**src/vrd_pkg.sv**
```systemverilog
package vrd_pkg;

   typedef enum logic [1:0] {
      PH_VARINT  = 2'd0,
      PH_PAYLOAD = 2'd1,
      PH_DISCARD = 2'd2
   } phase_type;

   typedef enum logic [1:0] {
      K_VALUE   = 2'd0,
      K_PAYLOAD = 2'd1,
      K_EMPTY   = 2'd2,
      K_ERROR   = 2'd3
   } kind_type;

   typedef enum logic [1:0] {
      ERR_NONE  = 2'd0,
      ERR_TRUNC = 2'd1,
      ERR_LONG  = 2'd2
   } err_type;

   localparam logic [1:0] MODE_VARINT32 = 2'd0;
   localparam logic [1:0] MODE_VARINT64 = 2'd1;
   localparam logic [1:0] MODE_RECORD   = 2'd2;

   localparam logic [3:0] MAX_BYTES_32 = 4'd5;
   localparam logic [3:0] MAX_BYTES_64 = 4'd10;

   localparam logic [5:0] MAX_SHIFT = 6'd63;

   localparam logic [2:0] CSR_IDX_MODE = 3'd0;

endpackage

```
**src/varint_record_deframer.sv**
```systemverilog
// Decodes a byte stream of little-endian base-128 varints, one input word per clock
// cycle with no bubbles: each byte is handled by a single pass of shallow logic between the
// parser state registers and a one-entry result register, so throughput is one byte per cycle
// and a result appears the cycle after its byte is taken. req_ready stays high while the result
// register is empty or being drained in the same cycle, so only a stalled rsp_ready holds off
// input. The mode register (byte address 0) selects varint32 values, varint64 values or
// length-prefixed records; it is sampled on every byte and should be written while the block is
// idle. Errors are reported once per buffer, and every end-of-buffer byte resets the parser.
module varint_record_deframer (
   input  logic        clock,
   input  logic        reset,
   input  logic        req_valid,
   output logic        req_ready,
   input  logic [7:0]  req_in_byte,
   input  logic        req_end_of_buffer,
   output logic        rsp_valid,
   input  logic        rsp_ready,
   output logic [1:0]  rsp_kind,
   output logic [63:0] rsp_decoded_value,
   output logic [7:0]  rsp_payload_byte,
   output logic        rsp_last_of_record,
   output logic [1:0]  rsp_error_code,
   input  logic        csr_psel,
   input  logic        csr_penable,
   input  logic        csr_pwrite,
   input  logic [2:0]  csr_paddr,
   input  logic [31:0] csr_pwdata,
   output logic [31:0] csr_prdata,
   output logic        csr_pready
);

   logic [1:0]          mode_ff;
   logic [63:0]         acc_ff, acc_in;
   logic [3:0]          idx_ff, idx_in;
   vrd_pkg::phase_type  phase_ff, phase_in;
   logic [31:0]         left_ff, left_in;

   logic                rsp_valid_ff, rsp_valid_in;
   vrd_pkg::kind_type   kind_ff, kind_in;
   logic [63:0]         value_ff, value_in;
   logic [7:0]          pbyte_ff, pbyte_in;
   logic                last_ff, last_in;
   vrd_pkg::err_type    err_ff, err_in;
   logic                produce;

   logic                accept;
   logic                wide;
   logic [3:0]          max_bytes;
   logic [6:0]          shift_wide;
   logic [5:0]          shift_amt;
   logic [63:0]         acc_or;
   logic [3:0]          idx_inc;
   logic [31:0]         left_dec;
   logic                cont;
   logic                csr_write;

   assign accept    = req_valid && req_ready;
   assign req_ready = !rsp_valid_ff || rsp_ready;
   assign csr_pready = 1'b1;
   assign csr_write = csr_psel && csr_penable && csr_pwrite && csr_pready;
   assign csr_prdata = (csr_paddr == vrd_pkg::CSR_IDX_MODE) ? {30'd0, mode_ff} : 32'd0;

   assign wide       = (mode_ff == vrd_pkg::MODE_VARINT64);
   assign max_bytes  = wide ? vrd_pkg::MAX_BYTES_64 : vrd_pkg::MAX_BYTES_32;
   assign shift_wide = {3'd0, idx_ff} * 7'd7;
   assign shift_amt  = (shift_wide > {1'b0, vrd_pkg::MAX_SHIFT}) ? vrd_pkg::MAX_SHIFT
                                                                 : shift_wide[5:0];
   assign cont       = req_in_byte[7];
   assign idx_inc    = idx_ff + 4'd1;
   assign left_dec   = left_ff - 32'd1;

   always_comb begin
      acc_or = acc_ff | ({57'd0, req_in_byte[6:0]} << shift_amt);
      if (!wide) begin
         acc_or[63:32] = 32'd0;
      end
   end

   // Next parser phase.
   always_comb begin
      phase_in = phase_ff;
      case (phase_ff)
         vrd_pkg::PH_PAYLOAD: begin
            if (left_dec == 32'd0) begin
               phase_in = vrd_pkg::PH_VARINT;
            end
         end
         vrd_pkg::PH_VARINT: begin
            if (cont) begin
               if (idx_inc >= max_bytes) begin
                  phase_in = vrd_pkg::PH_DISCARD;
               end
            end else if (mode_ff == vrd_pkg::MODE_RECORD && acc_or[31:0] != 32'd0) begin
               phase_in = vrd_pkg::PH_PAYLOAD;
            end
         end
         default: phase_in = phase_ff;
      endcase
      if (req_end_of_buffer) begin
         phase_in = vrd_pkg::PH_VARINT;
      end
   end

   // Datapath state and result fields.
   always_comb begin
      acc_in   = acc_ff;
      idx_in   = idx_ff;
      left_in  = left_ff;
      produce  = 1'b0;
      kind_in  = vrd_pkg::K_VALUE;
      value_in = 64'd0;
      pbyte_in = 8'd0;
      last_in  = 1'b0;
      err_in   = vrd_pkg::ERR_NONE;
      case (phase_ff)
         vrd_pkg::PH_PAYLOAD: begin
            produce = 1'b1;
            left_in = left_dec;
            if (left_dec == 32'd0) begin
               kind_in  = vrd_pkg::K_PAYLOAD;
               pbyte_in = req_in_byte;
               last_in  = 1'b1;
               acc_in   = 64'd0;
               idx_in   = 4'd0;
            end else if (req_end_of_buffer) begin
               kind_in = vrd_pkg::K_ERROR;
               err_in  = vrd_pkg::ERR_TRUNC;
            end else begin
               kind_in  = vrd_pkg::K_PAYLOAD;
               pbyte_in = req_in_byte;
            end
         end
         vrd_pkg::PH_VARINT: begin
            acc_in = acc_or;
            if (cont) begin
               idx_in = idx_inc;
               if (idx_inc >= max_bytes) begin
                  produce = 1'b1;
                  kind_in = vrd_pkg::K_ERROR;
                  err_in  = vrd_pkg::ERR_LONG;
               end else if (req_end_of_buffer) begin
                  produce = 1'b1;
                  kind_in = vrd_pkg::K_ERROR;
                  err_in  = vrd_pkg::ERR_TRUNC;
               end
            end else if (mode_ff == vrd_pkg::MODE_RECORD) begin
               acc_in = 64'd0;
               idx_in = 4'd0;
               if (acc_or[31:0] == 32'd0) begin
                  produce = 1'b1;
                  kind_in = vrd_pkg::K_EMPTY;
                  last_in = 1'b1;
               end else if (req_end_of_buffer) begin
                  produce = 1'b1;
                  kind_in = vrd_pkg::K_ERROR;
                  err_in  = vrd_pkg::ERR_TRUNC;
               end else begin
                  left_in = acc_or[31:0];
               end
            end else begin
               produce  = 1'b1;
               kind_in  = vrd_pkg::K_VALUE;
               value_in = acc_or;
               acc_in   = 64'd0;
               idx_in   = 4'd0;
            end
         end
         default: produce = 1'b0;
      endcase
      if (req_end_of_buffer) begin
         acc_in  = 64'd0;
         idx_in  = 4'd0;
         left_in = 32'd0;
      end
   end

   always_comb begin
      if (accept) begin
         rsp_valid_in = produce;
      end else if (rsp_ready) begin
         rsp_valid_in = 1'b0;
      end else begin
         rsp_valid_in = rsp_valid_ff;
      end
   end

   always_ff @(posedge clock) begin
      if (reset) begin
         mode_ff      <= vrd_pkg::MODE_VARINT32;
         acc_ff       <= 64'd0;
         idx_ff       <= 4'd0;
         phase_ff     <= vrd_pkg::PH_VARINT;
         left_ff      <= 32'd0;
         rsp_valid_ff <= 1'b0;
      end else begin
         if (csr_write && csr_paddr == vrd_pkg::CSR_IDX_MODE) begin
            mode_ff <= csr_pwdata[1:0];
         end
         if (accept) begin
            acc_ff   <= acc_in;
            idx_ff   <= idx_in;
            phase_ff <= phase_in;
            left_ff  <= left_in;
         end
         rsp_valid_ff <= rsp_valid_in;
      end
   end

   always_ff @(posedge clock) begin
      if (accept && produce) begin
         kind_ff  <= kind_in;
         value_ff <= value_in;
         pbyte_ff <= pbyte_in;
         last_ff  <= last_in;
         err_ff   <= err_in;
      end
   end

   assign rsp_valid          = rsp_valid_ff;
   assign rsp_kind           = kind_ff;
   assign rsp_decoded_value  = value_ff;
   assign rsp_payload_byte   = pbyte_ff;
   assign rsp_last_of_record = last_ff;
   assign rsp_error_code     = err_ff;

   a_eob_clears: assert property (@(posedge clock) disable iff (reset)
      (accept && req_end_of_buffer) |=>
         (phase_ff == vrd_pkg::PH_VARINT && idx_ff == 4'd0 && left_ff == 32'd0))
      else $error("parser not cleared after end of buffer");

   a_payload_owed: assert property (@(posedge clock) disable iff (reset)
      (phase_ff == vrd_pkg::PH_PAYLOAD) |-> (left_ff != 32'd0))
      else $error("payload phase with nothing owed");

   a_idx_range: assert property (@(posedge clock) disable iff (reset)
      (phase_ff == vrd_pkg::PH_VARINT) |-> (idx_ff < vrd_pkg::MAX_BYTES_64))
      else $error("varint byte index out of range");

   a_err_kind: assert property (@(posedge clock) disable iff (reset)
      rsp_valid_ff |-> ((kind_ff == vrd_pkg::K_ERROR) == (err_ff != vrd_pkg::ERR_NONE)))
      else $error("error code does not match result kind");

   a_err_fields: assert property (@(posedge clock) disable iff (reset)
      (rsp_valid_ff && kind_ff == vrd_pkg::K_ERROR) |->
         (!last_ff && value_ff == 64'd0 && pbyte_ff == 8'd0))
      else $error("error word carries data");

endmodule
```
**config.mk**
```make
export PLATFORM = sky130hd
export DESIGN_NAME = varint_record_deframer
export DESIGN_NICKNAME = d
export VERILOG_FILES = /design/src/vrd_pkg.sv /design/src/varint_record_deframer.sv
export SDC_FILE = /design/constraint.sdc
export NUM_CORES = 1
export LEC_CHECK = 0
export ABC_CLOCK_PERIOD_IN_PS = 10400
export BUFFER_PORTS_ARGS = -buffer_cell sky130_fd_sc_hd__buf_2
export CAP_MARGIN = 20
export CORE_AREA = 2 2 208 210
export CTS_BUF_LIST = sky130_fd_sc_hd__clkbuf_4
export CTS_CLUSTER_DIAMETER = 100
export DETAILED_ROUTE_END_ITERATION = 10
export DIE_AREA = 0 0 210 212
export PLACE_DENSITY_LB_ADDON = 0.2
export SLEW_MARGIN = 10
export SYNTH_ARGS = -nofsm -noshare
export SYNTH_HDL_FRONTEND = slang
export SYNTH_SLANG_ARGS = --single-unit
```
**constraint.sdc**
```tcl
create_clock -name clock -period 10.4 [get_ports clock]
set_clock_uncertainty 0.2 [all_clocks]
set_input_delay 0.52 -clock clock [delete_from_list [all_inputs] [get_ports clock]]
set_output_delay 0.52 -clock clock [all_outputs]
set_load 0.01 [all_outputs]
```
==> load_flow_metrics.sql <==
INSERT INTO impl_metrics (metric_group, metric, value, unit) VALUES
('outcome', 'status', 'completed', ''),
('worst_hold_path', 'hold_path_class', 'input pin to flip-flop', ''),
('pwr', 'comb_power_share', '17.4', '%'),
('grt', 'gr-total-overflow', '0', ''),
('grt', 'first_global_vias', '8949', ''),
('pwr', 'max-vdd-ir-drop', '0.0635', 'mV'),
('floorplanning', 'design.portCount', '163', ''),
('synthesis', 'yosys.cell_types.count', '96', ''),
('timing', 'max_slew.worst_pin.slew', '1000', 'ps'),
('clocking', 'cts_root_buffer', 'sky130_fd_sc_hd__clkbuf_4', ''),
('clocking', 'clkSinkCount', '182', ''),
('grt', 'global_route_wire_length_before_repair', '56.4', 'mm'),
('worst_setup_path', 'cp_cell_sequence', 'buf_4 > fa_1 > ha_1 > fa_1 > a211oi_1 > nand2_1 > o21bai_1 > o211ai_1 > o41ai_1 > nand3_1 > nor4_4 > o21ai_0 > a21oi_4 > buf_12', ''),
('floorplanning', 'floorplan.die.height', '212', 'um'),
('synthesis', 'postSynth.asyncResetShare', '0', '%'),
('timing', 'finalSetupTns', '0', 'ps'),
('final_layout', 'layout.cells.most_common', 'sky130_fd_sc_hd__nor2_1', ''),
('worst_setup_path', 'cpMostUsedCell', 'sky130_fd_sc_hd__fa_1', ''),
('clocking', 'cts.repair_timing.setup_buffer_count', '0', ''),
('final_layout', 'final_cell_mix', 'sky130_fd_sc_hd__nor2_1, sky130_fd_sc_hd__dfxtp_1, sky130_fd_sc_hd__buf_2', ''),
('pwr', 'p_int', '0.000979', 'W'),
('timing', 'final.period_utilization', '66.9', '%'),
('timing', 'achievable_frequency', '0.144', 'GHz'),
('pwr', 'switching_share', '33.3', '%'),
('worst_setup_path', 'timing.critical_path.buf_inv', '2', ''),
('synthesis', 'synth_seq_cells', '182', ''),
('synthesis', 'synth-seq-area-share', '42.1', '%'),
('worst_setup_path', 'crit_fanout', '56', ''),
('synthesis', 'synth_edf_count', '77', ''),
('timing', 'hold_fails_final_rpt', '0', ''),
('detailed_routing', 'drtPass1Iterations', '5', ''),
('run', 'cap_violations', '0', ''),
('floorplanning', 'die-area', '44500', 'um2'),
('detailed_routing', 'post-route-drc-count', '0', ''),
('final_layout', 'layout.cells.non_filler', '1814', ''),
('detailed_routing', 'dr.first_iter.drc_count', '836', ''),
('synthesis', 'ys_dominant_reg_cell', 'sky130_fd_sc_hd__dfxtp_1', ''),
('placed_design', 'place_congestion', '0.889', ''),
('floorplanning', 'chipWidth', '210', 'um'),
('clocking', 'cts-htree-levels', '4', ''),
('floorplanning', 'placeableCoreArea', '42500', 'um2'),
('grt', 'grt_max_degree', '57', ''),
('timing', 'slew_violations', '0', ''),
('clocking', 'numCtsBuffers', '17', ''),
('final_layout', 'area.growth.synth_to_final', '11.0', '%'),
('placed_design', 'placedCellCount', '1777', ''),
('synthesis', 'synthesis.area_per_instance', '8.72', 'um2'),
('clocking', 'path_clk_slew', '170', 'ps'),
('final_layout', 'final_layout_size_suffix_gt1_share', '16.9', '%'),
('floorplanning', 'initial_core_util', '24.7', '%'),
('clocking', 'clockBufferDepth', '2', ''),
('detailed_routing', 'wire_per_inst', '20.3', 'um'),
('pwr', 'pwr-share-seq', '52.8', '%'),
('detailed_routing', 'via_count', '9427', ''),
('final_layout', 'finish.net_count', '1323', ''),
('pwr', 'power_per_cell_area', '126', 'nW/um2'),
('clocking', 'cts_tree', 'yes', ''),
('clocking', 'insertion_delay', '680', 'ps'),
('timing', 'timing.max_slew.rel_slack', '33.2', '%'),
('timing', 'minimum_clock_period', '6960', 'ps'),
('clocking', 'post_cts_resize_count', '0', ''),
('pwr', 'power.clock.fraction', '29.8', '%'),
('worst_setup_path', 'startpoint_type', 'flip-flop', ''),
('worst_setup_path', 'critical-path-top-delay-family', 'compound AO/OA/AOI/OAI gates', ''),
('floorplanning', 'floorplan.rows', '76', ''),
('detailed_routing', 'antenna_left', '0', ''),
('worst_setup_path', 'worstSetupPathType', 'flip-flop to flip-flop', ''),
('placed_design', 'portBuffers', '101', ''),
('detailed_routing', 'totalWireLength', '36.7', 'mm'),
('placed_design', 'dp_hpwl', '26.0', 'mm'),
('timing', 'setup_viol', '0', '');
## worst reg2reg max path: cells and delay by family, from the launching register on
family	cells	cell delay, ps
AOI/OAI and AO/OA	6	2220
adders and majority gates	3	1630
buffers and inverters	2	680
DFF	1	340
and+or+nand+nor	3	1460
## synth_stat cells (11+ instances only)
cell,number,area share (%)
sky130_fd_sc_hd__ha_1,14,1.7
sky130_fd_sc_hd__nor3_1,61,2.9
sky130_fd_sc_hd__a22o_1,17,1.4
sky130_fd_sc_hd__a21oi_2,12,1.0
sky130_fd_sc_hd__o21ai_0,54,2.6
sky130_fd_sc_hd__xnor2_1,13,1.1
sky130_fd_sc_hd__a31oi_1,15,0.89
sky130_fd_sc_hd__buf_4,38,2.7
sky130_fd_sc_hd__and2_1,14,0.83
sky130_fd_sc_hd__nor2b_1,11,0.66
sky130_fd_sc_hd__nand3_1,27,1.3
sky130_fd_sc_hd__or3_1,16,0.95
sky130_fd_sc_hd__a32o_1,11,1.0
sky130_fd_sc_hd__o211ai_1,15,1.1
sky130_fd_sc_hd__buf_2,20,0.95
sky130_fd_sc_hd__a21oi_1,98,4.7
sky130_fd_sc_hd__nand2b_1,17,1.0
sky130_fd_sc_hd__nand2_1,72,2.6
sky130_fd_sc_hd__dfxtp_1,105,20
sky130_fd_sc_hd__edfxtp_1,77,22
sky130_fd_sc_hd__inv_1,16,0.57
sky130_fd_sc_hd__clkbuf_1,53,1.9
sky130_fd_sc_hd__nand4_1,22,1.3
sky130_fd_sc_hd__nor4_1,12,0.72
sky130_fd_sc_hd__nor2_1,175,6.3
## logic make-up (layout without fill, tap and decap cells)
group / after synthesis / count (layout) / synth area share, %
multiplexers: 12 / 12 / 1.22
AND/OR/NAND/NOR: 484 / 484 / 23.3
AO/OA/AOI/OAI: 339 / 339 / 21.9
buffers and inverters: 144 / 179 / 7.17
adder cells (fa/ha/maj): 18 / 18 / 2.43
other: 2 / 32 / 0.0716
XOR/XNOR: 22 / 22 / 1.84
flip-flops: 182 / 182 / 42.1
## worst paths after layout
kind,endpoint,depth (start not counted),from
worst max-delay path,rsp_payload_byte[1],14,idx_ff[0]
worst min-delay path,rsp_error_code[1],3,req_in_byte[7]
worst max register to register,rsp_payload_byte[1],14,idx_ff[0]
worst min register to register,acc_ff[48],2,acc_ff[48]
## final cells by class
class,instances,area (um2)
fill,4595,30900
multi-input combinational,906,5450
sequential,182,4410
timing repair buffer,127,718
tap,546,683
clock inverter,15,179
clock buffer,17,128
inverter,20,75.1
antenna,1,2.50
## per-layer routing
layer / up-vias / part of all wire [%] / GRT usage [%]
li1: 4455 / - / -
met1: 4637 / 48 / 23.4
met2: 302 / 45 / 26.6
met3: 33 / 4.6 / 2.27
met4: 0 / 1.8 / 4.89
met5: - / 0 / 0
## per-stage QoR
stage / hold slack (ps) / total power, W / instance area [um2] / utilization (%) / setup WS [ps]
after floorplan: 229 / 0.000968 / 10600 / - / 2310
after global routing: 29.0 / 0.00154 / 11600 / 27.4 / 2960
after global placement: 237 / 0.00105 / 11300 / 26.6 / 3520
after detailed placement: 245 / 0.00104 / 11300 / 26.6 / 3510
final: 61.4 / 0.00147 / 11600 / 27.4 / 3440
after CTS: 12.2 / 0.00149 / 11600 / 27.4 / 3470
## power by group through the flow
stage                     clock [W]  sequential (W)  combinational (W)
final                      0.000438        0.000776           0.000255
after global routing       0.000483        0.000778           0.000277
after CTS                  0.000456        0.000776           0.000255
after detailed placement          0        0.000791           0.000253
after global placement            0        0.000792           0.000255
after floorplan                   0        0.000800           0.000169
## registers in the layout (all words and copies together), names as in the netlist
signal / count
left_ff: 32
rsp_decoded_value: 64
mode_ff: 2
acc_ff: 64
rsp_payload_byte: 8
phase_ff: 2
rsp_kind: 2
rsp_last_of_record: 1
rsp_valid: 1
idx_ff: 4
rsp_error_code: 2
## timing repair
| item | in CTS | in global routing |
|---|---|---|
| endpoints found under the hold margin | 3 | 0 |
| setup endpoints to repair | 0 | 0 |
| hold buffers | 3 | 0 |
(Power assumes the default switching activity.)
